### src/hw/rtl/ensp_pkg.sv
// Shared types and constants for the edge near-clip and screen projection block.
// No dependencies; imported by ensp_div and the top level.
`default_nettype none

package ensp_pkg;

	localparam int COORD_FRAC_BITS_DEF = 16;
	localparam int T_BITS = 30;
	localparam int IN_W = 32;
	localparam int OUT_W = 24;
	localparam int SIZE_W = 13;
	localparam int SNAP_W = 16;
	localparam int CFG_DATA_W = 16;
	localparam int CFG_IDX_W = 2;
	localparam int DIV_NUM_W = 64;
	localparam int DIV_DEN_W = 33;
	localparam int DIV_CNT_W = 7;

	localparam logic [CFG_IDX_W-1:0] REG_SCREEN_WIDTH = 2'd0;
	localparam logic [CFG_IDX_W-1:0] REG_SCREEN_HEIGHT = 2'd1;
	localparam logic [CFG_IDX_W-1:0] REG_SNAP_STEP = 2'd2;
	localparam logic [CFG_IDX_W-1:0] REG_MAX_SEGMENTS = 2'd3;

	localparam logic [SIZE_W-1:0] WIDTH_RST = 13'd1920;
	localparam logic [SIZE_W-1:0] HEIGHT_RST = 13'd1080;
	localparam logic [SIZE_W-1:0] MAXSEG_RST = 13'd1024;

	localparam logic [DIV_CNT_W-1:0] CLIP_ITERS = 7'd62;
	localparam logic [DIV_CNT_W-1:0] PROJ_ITERS = 7'd54;
	localparam logic [DIV_CNT_W-1:0] SNAP_ITERS = 7'd25;

	typedef enum logic [3:0] {
		ST_IDLE,
		ST_CHECK,
		ST_CLIP_DIV,
		ST_CLIP_WAIT,
		ST_CUT_MUL,
		ST_CUT_ADD,
		ST_PROJ_MUL,
		ST_PROJ_DIV,
		ST_PROJ_WAIT,
		ST_SNAP_DIV,
		ST_SNAP_WAIT,
		ST_SNAP_MUL,
		ST_SNAP_SAT,
		ST_NEXT,
		ST_EMIT
	} state_t;

	typedef struct packed {
		logic                 start;
		logic [DIV_CNT_W-1:0] iters;
		logic [DIV_NUM_W-1:0] num;
		logic [DIV_DEN_W-1:0] den;
	} div_req_t;

endpackage

`default_nettype wire

### src/hw/rtl/ensp_div.sv
// Shared restoring divider, one quotient bit per cycle, numerator left-aligned.
// Depends on ensp_pkg.
`default_nettype none

module ensp_div (
	input  wire logic                              clk,
	input  wire logic                              arst_n,
	input  wire ensp_pkg::div_req_t                req,
	output logic                                   done,
	output logic [ensp_pkg::DIV_NUM_W-1:0]         quot
);
	import ensp_pkg::*;

	logic                 busy_q;
	logic                 done_q;
	logic [DIV_CNT_W-1:0] cnt_q;
	logic [DIV_NUM_W-1:0] num_q;
	logic [DIV_NUM_W-1:0] quot_q;
	logic [DIV_DEN_W-1:0] den_q;
	logic [DIV_DEN_W:0]   rem_q;
	logic [DIV_DEN_W:0]   rem_sh;
	logic                 ge;

	assign rem_sh = {rem_q[DIV_DEN_W-1:0], num_q[DIV_NUM_W-1]};
	assign ge = rem_sh >= {1'b0, den_q};

	always_ff @(posedge clk or negedge arst_n) begin
		if (!arst_n) begin
			busy_q <= 1'b0;
			done_q <= 1'b0;
			cnt_q <= '0;
		end else begin
			done_q <= 1'b0;
			if (req.start) begin
				busy_q <= 1'b1;
				cnt_q <= req.iters;
			end else if (busy_q) begin
				cnt_q <= cnt_q - 1'b1;
				if (cnt_q == DIV_CNT_W'(1)) begin
					busy_q <= 1'b0;
					done_q <= 1'b1;
				end
			end
		end
	end

	always_ff @(posedge clk) begin
		if (req.start) begin
			num_q <= req.num;
			den_q <= req.den;
			rem_q <= '0;
			quot_q <= '0;
		end else if (busy_q) begin
			num_q <= {num_q[DIV_NUM_W-2:0], 1'b0};
			rem_q <= ge ? (rem_sh - {1'b0, den_q}) : rem_sh;
			quot_q <= {quot_q[DIV_NUM_W-2:0], ge};
		end
	end

	assign done = done_q;
	assign quot = quot_q;

endmodule

`default_nettype wire

### config.mk
export PLATFORM = sky130hd
export DESIGN_NAME = ensp_div
export DESIGN_NICKNAME = d
export VERILOG_FILES = /design/src/hw/rtl/ensp_pkg.sv /design/src/hw/rtl/ensp_div.sv
export SDC_FILE = /design/constraint.sdc
export NUM_CORES = 1
export LEC_CHECK = 0
export ABC_AREA = 1
export BUFFER_PORTS_ARGS = -buffer_cell sky130_fd_sc_hd__buf_4
export CAP_MARGIN = 25
export CORE_MARGIN = 2
export CORE_UTILIZATION = 30
export DETAILED_ROUTE_END_ITERATION = 8
export GPL_TIMING_DRIVEN = 0
export SLEW_MARGIN = 40
export SYNTH_ARGS = -nofsm -noshare
export SYNTH_HDL_FRONTEND = slang
export SYNTH_SLANG_ARGS = --single-unit
export TNS_END_PERCENT = 100
### constraint.sdc
create_clock -name clk -period 5.2 [get_ports clk]
set_input_delay 1.04 -clock clk [delete_from_list [all_inputs] [get_ports clk]]
set_output_delay 1.04 -clock clk [all_outputs]
set_load 0.02 [all_outputs]
# Yosys cells after proc, flatten, opt, wreduce, memory -nomap -nowiden
# Cells that the tools add are included.
[word_totals]
register_bits = 203
input_bits = 107
out_inout_bits = 65
elab_cells = 23
[op_classes]
addsub = 2
n_lt_le_gt_ge = 1
eq_ne = 1
n_mux = 11
n_reduce_logical = 1
[ops]
columns = ["op", "count"]
rows = [
  ["$mux 64", 2],
  ["$ge 34x33->1", 1],
  ["$mux 33", 1],
  ["$sub 33x33->33", 1],
  ["$mux 7", 2],
  ["$eq 7x1->1 const B", 1],
  ["$sub 7x1->7 const B", 1],
  ["$mux 1", 6],
  ["$reduce_bool 2->1", 1],
]

# Depth between registers and ports, before layout
# Gate-level depths: netlist (run 1).
[depth]
ltp_word = 4
depth_mapped = 17

# Worst setup path before layout (run 1)
# Ideal clock, no wire load.
[synth_timing]
kind = "input -> register"
startpoint = "in req[104] (netlist name)"
endpoint = "reg num_q[0], enable pin"
t_arrival_ps = 3424
required_ps = 4746
slack_ps = 1322
cell_stages = 4
path_buffers = 2
path_cell_list = "clkbuf_1 -> nor2_1 -> inv_1 -> clkbuf_1"
[synth_between]
elab_chain_cells = 1
[synth_rtl]
columns = ["item", "line", "text"]
rows = [
  ["start, declared", "ensp_div.sv:8", "input wire ensp_pkg::div_req_t req,"],
  ["$reduce_bool 2->1 (no source line)", "-", ""],
  ["end signal, assigned", "ensp_div.sv:49", "num_q <= req.num;"],
  ["end signal, assigned", "ensp_div.sv:54", "num_q <= {num_q[DIV_NUM_W-2:0], 1'b0};"],
  ["end, declared", "ensp_div.sv:17", "logic [DIV_NUM_W-1:0] num_q;"],
]
# Every way passes these cells.
# A chain may end at the register's enable or synchronous reset.

# Worst setup path in the final report (run 1)
[layout_timing]
startpoint = "in req[104] (netlist name)"
endpoint = "reg num_q[25], enable pin"
# Same word-level chain as after synthesis.

==> results.sh, run 1 <==
export IMPL_status="completed"
export IMPL_die_w_um=191
export IMPL_gp_congestion=0.924
export IMPL_path_clk_slew_ns=0.06
export IMPL_coreArea_um2=34500
export IMPL_final_antenna_net_count=0
export IMPL_drcViolationCount=0
export IMPL_critPathKind="in -> reg"
export IMPL_rsz0062_at_grt="no"
export IMPL_track_usage_pct=15.7
export IMPL_routed_wirelength_mm=28.1
export IMPL_yosysWarnings=0
export IMPL_syn_inst=1362
export IMPL_portBuffers=171
export IMPL_cpPeakStageDelay_ns=0.60
export IMPL_crit_family="buffers and inverters"
export IMPL_fin_skew_ns=0.00703
export IMPL_grt_pass1_wl_mm=45.8
export IMPL_slowest_stage="clkbuf_1"
export IMPL_initial_core_util_pct=30.3
export IMPL_num_vias=9004
export IMPL_seq_area_frac_synth_pct=48.6
export IMPL_cp_start_kind="input port"
export IMPL_cp_max_fo=39
export IMPL_critical_path_buf_inv_count=5
export IMPL_switching_power_uw=937
export IMPL_dieArea_um2=36400
export IMPL_min_period_ns=2.96
export IMPL_hold_buffers=0
export IMPL_clock_latency_ns=0.55
export IMPL_wl_per_cell_um=13.8
export IMPL_gr_total_overflow=0
export IMPL_cp_end_kind="register"
export IMPL_post_cts_buffers=0
export IMPL_clkPwrFrac_pct=44.4
export IMPL_cts_tree="done"
export IMPL_timing_fmax_mhz=337
export IMPL_io_pins=172
export IMPL_grt_pass1_vias=8993
export IMPL_cellPowerDensity_nw_per_um2=295
export IMPL_power_frac_comb_pct=9.1
export IMPL_power_total_uw=3870
export IMPL_drtIter0Drc=421
export IMPL_maxSlewViolCount=0
export IMPL_synth_nets=1505
export IMPL_period_share_pct=57.0
export IMPL_area_delta_synth_final_pct=25.8
export IMPL_ys_ff_latch=203
export IMPL_ir_worst_vdd_mv=0.236
export IMPL_p_leak_uw=0.00655
export IMPL_nFillCells=3639
export IMPL_final_nets=1704
export IMPL_p_seq_share_pct=46.5
export IMPL_grt_max_degree=40
export IMPL_slew_headroom_pct=47.3
export IMPL_die_height_um=191
export IMPL_cts_root_buffer="clkbuf_16"
export IMPL_antenna_found_initial=0
export IMPL_synth_area_um2=10500
export IMPL_drive_above_1_share_pct=16.4
export IMPL_clk_path_buf_depth=3
export IMPL_swShare_pct=24.2
export IMPL_dpl_cell_count=1989
export IMPL_required_ns=5.43
export IMPL_place_hpwl_mm=21.4
export IMPL_vias_per_cell=4.42
export IMPL_hold_viol=0
export IMPL_p_int_uw=2940
export IMPL_rows=68
export IMPL_worstPathCellList="buf_4 -> clkbuf_1 -> nor2_1 -> inv_1 -> clkbuf_4 -> buf_12"
export IMPL_final_core_util_pct=38.2
export IMPL_cts_buffers=25
export IMPL_instances_no_fill=2035
export IMPL_cts_sink_count=203
export IMPL_h_tree_depth=1
export IMPL_hold_path_class="in -> async"
export IMPL_post_cts_resized=0
export IMPL_synth_distinct_cells=41
export IMPL_regArea_um2=5080
export IMPL_cap_violations=0
export IMPL_setup_viol_count_final=0
export IMPL_tightest_slew_ns=0.783
export IMPL_arrival_ns=3.20
export IMPL_diodes=0
export IMPL_multiInputGateArea_um2=4290
export IMPL_drtPass1Iterations=4
export IMPL_avgSynthCellArea_um2=7.68
metrics by stage:
stage	setup WS (ns)	area (um^2)	setup TNS, ns	hold slack, ns
floorplan	1.32	10500	0	0.443
global placement	-0.615	12300	-43.92	0.444
detailed placement	1.51	12300	0	0.447
CTS	2.11	13100	0	0.273
global route	1.98	13100	0	0.283
finish	2.24	13100	0	0.303
cell type report:
cell class	instances	area share, %
Clock buffer	36	5.54
Clock inverter	10	0.666
Inverter	236	6.74
Sequential cell	203	38.6
Tap cell	455	4.33
Multi-Input combinational cell	880	32.6
Timing Repair Buffer	172	9.92
Buffer	43	1.58
placed cells by master, fill, tap and decap left out, types with 9 or more instances in the layout:
master / Yosys / routed
a21oi_1: 19 / 19
buf_2: 10 / 10
buf_4: 2 / 173
clkbuf_1: 23 / 26
clkbuf_16: 0 / 25
dfrtp_1: 9 / 9
dfxtp_1: 97 / 97
edfxtp_1: 97 / 97
ha_1: 35 / 35
inv_1: 229 / 229
nand2_1: 544 / 544
nand2_2: 10 / 10
nand3_1: 71 / 71
nand3b_1: 14 / 14
nor2_1: 45 / 45
o22ai_1: 62 / 62
xnor2_1: 12 / 12
cells in the mapped netlist:
cell | n | area share, %
xor2_1 | 6 | 0.50
buf_2 | 10 | 0.48
nand3b_1 | 14 | 1.0
a21boi_0 | 1 | 0.072
dfxtp_1 | 97 | 19
nand2_4 | 2 | 0.22
inv_1 | 229 | 8.2
buf_6 | 3 | 0.32
and2_1 | 5 | 0.30
o22ai_1 | 62 | 3.7
o211ai_1 | 2 | 0.14
fa_1 | 1 | 0.19
buf_4 | 2 | 0.14
nor2_1 | 45 | 1.6
nand2_2 | 10 | 0.60
o21bai_1 | 6 | 0.43
o311ai_0 | 1 | 0.084
or4_1 | 1 | 0.072
o21ai_0 | 6 | 0.29
buf_1 | 5 | 0.18
o21ai_1 | 8 | 0.38
nor2_4 | 2 | 0.22
inv_2 | 7 | 0.25
clkbuf_1 | 23 | 0.83
nand3_1 | 71 | 3.4
nand4_1 | 7 | 0.42
nand2_1 | 544 | 20
nor2_8 | 2 | 0.38
ha_1 | 35 | 4.2
edfxtp_1 | 97 | 28
nand3_2 | 2 | 0.19
xnor2_1 | 12 | 1.0
nor3_1 | 5 | 0.24
nand2_8 | 1 | 0.19
nor3_2 | 1 | 0.096
a22oi_1 | 1 | 0.072
dfrtp_1 | 9 | 2.2
nor4_1 | 1 | 0.060
nor2_2 | 4 | 0.24
a21oi_1 | 19 | 0.91
o221ai_1 | 3 | 0.25
power groups by stage:
stage | sequential [uW] | combinational [uW] | clock [uW]
floorplan | 1830 | 217 | 0
global placement | 1830 | 350 | 0
detailed placement | 1830 | 354 | 0
CTS | 1800 | 356 | 1790
global route | 1810 | 400 | 1850
finish | 1800 | 352 | 1720
cell families (layout without fill, tap and decap cells):
kind of cell | Yosys count | after routing | synth area share, %
and+or+nand+nor | 717 | 717 | 28.8
adders and majority gates | 36 | 36 | 4.38
DFF | 203 | 203 | 48.6
buffers and inverters | 279 | 497 | 10.4
AOI/OAI and AO/OA | 109 | 109 | 6.34
xor gates and xnor gates | 18 | 18 | 1.51
worst register-to-register path: stages (launching register included):
cell      delay (ns)
edfxtp_1        0.36
inv_1           0.09
ha_1            0.20
inv_1           0.10
fa_1            0.46
nand3_1         0.14
nand3_2         0.15
nand2_2         0.11
nand2_2         0.07
nand2_4         0.15
buf_2           0.30
nand3_1         0.12
nand3_1         0.10
o21ai_1         0.06
layer usage:
layer / share of wire, % / track usage (%) / wire, um / vias to the layer above
li1: - / - / - / 4686
met1: 45 / 19.8 / 12700 / 4096
met2: 46 / 26.3 / 12800 / 183
met3: 7.3 / 4.88 / 2060 / 39
met4: 1.9 / 3.10 / 527 / 0
met5: 0 / 0 / 0 / -
sequential cells by signal, summed over array words and instances (netlist names):
name    cells
quot       64
busy_q      1
den_q      33
cnt_q       7
num_q      64
rem_q      33
done        1
final timing paths:
kind | startpoint | to | slack [ns] | cells after the start
max in group asynchronous | arst_n | cnt_q[4] | 4.76 | 1
min reg2reg | quot[63] | quot[63] | 0.46 | 2
max reg2reg | num_q[63] | rem_q[2] | 2.67 | 13
max | req[104] | num_q[25] | 2.24 | 6
min | arst_n | cnt_q[0] | 0.30 | 1
min in group clk | quot[63] | quot[63] | 0.46 | 2
(Power assumes the default switching activity.)
==> inputs of run 2 (changes only) <==
Clock period 5.2 ns to 3.05 ns, I/O delays scaled along.
==> results.sh, run 2 (same netlist as run 1, synthesis figures left out) <==
export IMPL_cp_end_kind="register"
export IMPL_place_area_um2=12300
export IMPL_wl_per_cell_um=13.7
export IMPL_cp_max_fo=10
export IMPL_gp_congestion=0.933
export IMPL_cts_sink_count=203
export IMPL_maxSlewViolCount=0
export IMPL_fin_skew_ns=0.0113
export IMPL_status="completed"
export IMPL_rows=68
export IMPL_p_leak_uw=0.00654
export IMPL_num_vias=8988
export IMPL_arrival_ns=2.96
export IMPL_io_pins=172
export IMPL_drcViolationCount=0
export IMPL_final_nets=1703
export IMPL_path_common_cell="nand3_1"
export IMPL_layout_cells_most_common="nand2_1"
export IMPL_min_period_ns=2.56
export IMPL_drtPass1Iterations=4
export IMPL_dpl_cell_count=1989
export IMPL_slew_headroom_pct=53.0
export IMPL_period_share_pct=83.8
export IMPL_instances_no_fill=2033
export IMPL_grt_pass1_vias=8779
export IMPL_clk_path_buf_depth=3
export IMPL_crit_family="simple AND/OR/NAND/NOR gates"
export IMPL_critical_path_buf_inv_count=3
export IMPL_stdcell_area_um2=13100
export IMPL_critPathKind="reg -> reg"
export IMPL_grt_max_degree=73
export IMPL_grt_pass1_wl_mm=44.7
export IMPL_power_total_uw=6520
export IMPL_slowest_stage="fa_1"
export IMPL_timing_fmax_mhz=391
export IMPL_tightest_slew_ns=0.706
export IMPL_drive_above_1_share_pct=16.2
export IMPL_rsz0062_at_grt="no"
export IMPL_cap_violations=0
export IMPL_routed_wirelength_mm=27.9
export IMPL_gr_total_overflow=0
export IMPL_die_height_um=191
export IMPL_final_antenna_net_count=0
export IMPL_setup_viol_count_final=0
export IMPL_hold_viol=0
export IMPL_worstPathCellList="inv_1 -> ha_1 -> inv_1 -> fa_1 -> nand3_1 -> nand3_2 -> nand2_2 -> nand2_2 -> nand2_4 -> buf_2 -> nand3_1 -> nand3_1 -> o21ai_1"
export IMPL_cts_root_buffer="clkbuf_16"
export IMPL_dieArea_um2=36400
export IMPL_coreArea_um2=34500
export IMPL_cts_buffers=23
export IMPL_die_w_um=191
export IMPL_h_tree_depth=1
export IMPL_portBuffers=171
export IMPL_cts_tree="done"
export IMPL_path_clk_slew_ns=0.06
export IMPL_cpPeakStageDelay_ns=0.47
export IMPL_initial_core_util_pct=30.3
export IMPL_ir_worst_vdd_mv=0.371
export IMPL_layout_common_cells="544 x nand2_1, 229 x inv_1, 173 x buf_4"
export IMPL_hold_path_class="in -> reg"
export IMPL_vias_per_cell=4.42
export IMPL_place_hpwl_mm=21.1
export IMPL_track_usage_pct=15.3
export IMPL_required_ns=3.45
export IMPL_final_core_util_pct=38.1
export IMPL_antenna_found_initial=1
export IMPL_clock_latency_ns=0.54
export IMPL_cellPowerDensity_nw_per_um2=496
export IMPL_drtIter0Drc=443
export IMPL_area_delta_synth_final_pct=25.7
export IMPL_cp_start_kind="register"
export IMPL_tns_ns=0
[run 2: cell types whose count changed in the layout (fill, tap and decap cells not counted)]
cell,delta
inv_4,+1
clkbuf_8,+1
buf_12,-1
clkbuf_16,-1
clkbuf_2,-1
diode_2,+1
dlygate4sd3_1,+1
clkinv_2,-3
buf_16,+1
clkinv_1,-1
[run 2: final cells by class]
cell class	count	area, um^2
Fill cell	3603	21300
Sequential cell	203	5080
Multi-Input combinational cell	880	4290
Timing Repair Buffer	173	1320
Inverter	236	886
Clock buffer	35	706
Tap cell	455	569
Buffer	43	214
Clock inverter	7	75.1
Antenna cell	1	2.50
[run 2: metrics by stage]
stage | hold slack, ns | setup WS, ns
floorplan | 0.314 | 0.657
global placement | 0.443 | -0.854
detailed placement | 0.443 | 0.0934
CTS | 0.210 | 0.531
global route | 0.213 | 0.282
finish | 0.245 | 0.493
[run 2: worst paths after layout]
kind	startpoint	slack, ns	depth (start not counted)	endpoint
min in group asynchronous	arst_n	0.47	2	done
max in group asynchronous	arst_n	2.44	2	cnt_q[3]
worst max register to register	num_q[63]	0.49	13	rem_q[8]
worst min-delay path	req[4]	0.25	1	den_q[4]
worst min register to register	quot[63]	0.46	2	quot[63]
worst max-delay path	num_q[63]	0.49	13	rem_q[8]
[run 2: per-layer routing]
layer	routed length, um	GRT usage [%]
met4	741	4.59
met1	12700	19.5
met2	12700	25.5
met5	0	0
met3	1790	4.07
[run 2: where the power goes]
part / switching, uW / internal (uW)
clock: 1160 / 1690
sequential: 49.7 / 3020
combinational: 357 / 245
[run 2: timing repair]
action	in CTS	in global routing
endpoints found under the hold margin	9	0
hold buffers	1	0
endpoints found under the setup margin	0	0
gates resized for setup	0	0
setup buffers	0	0
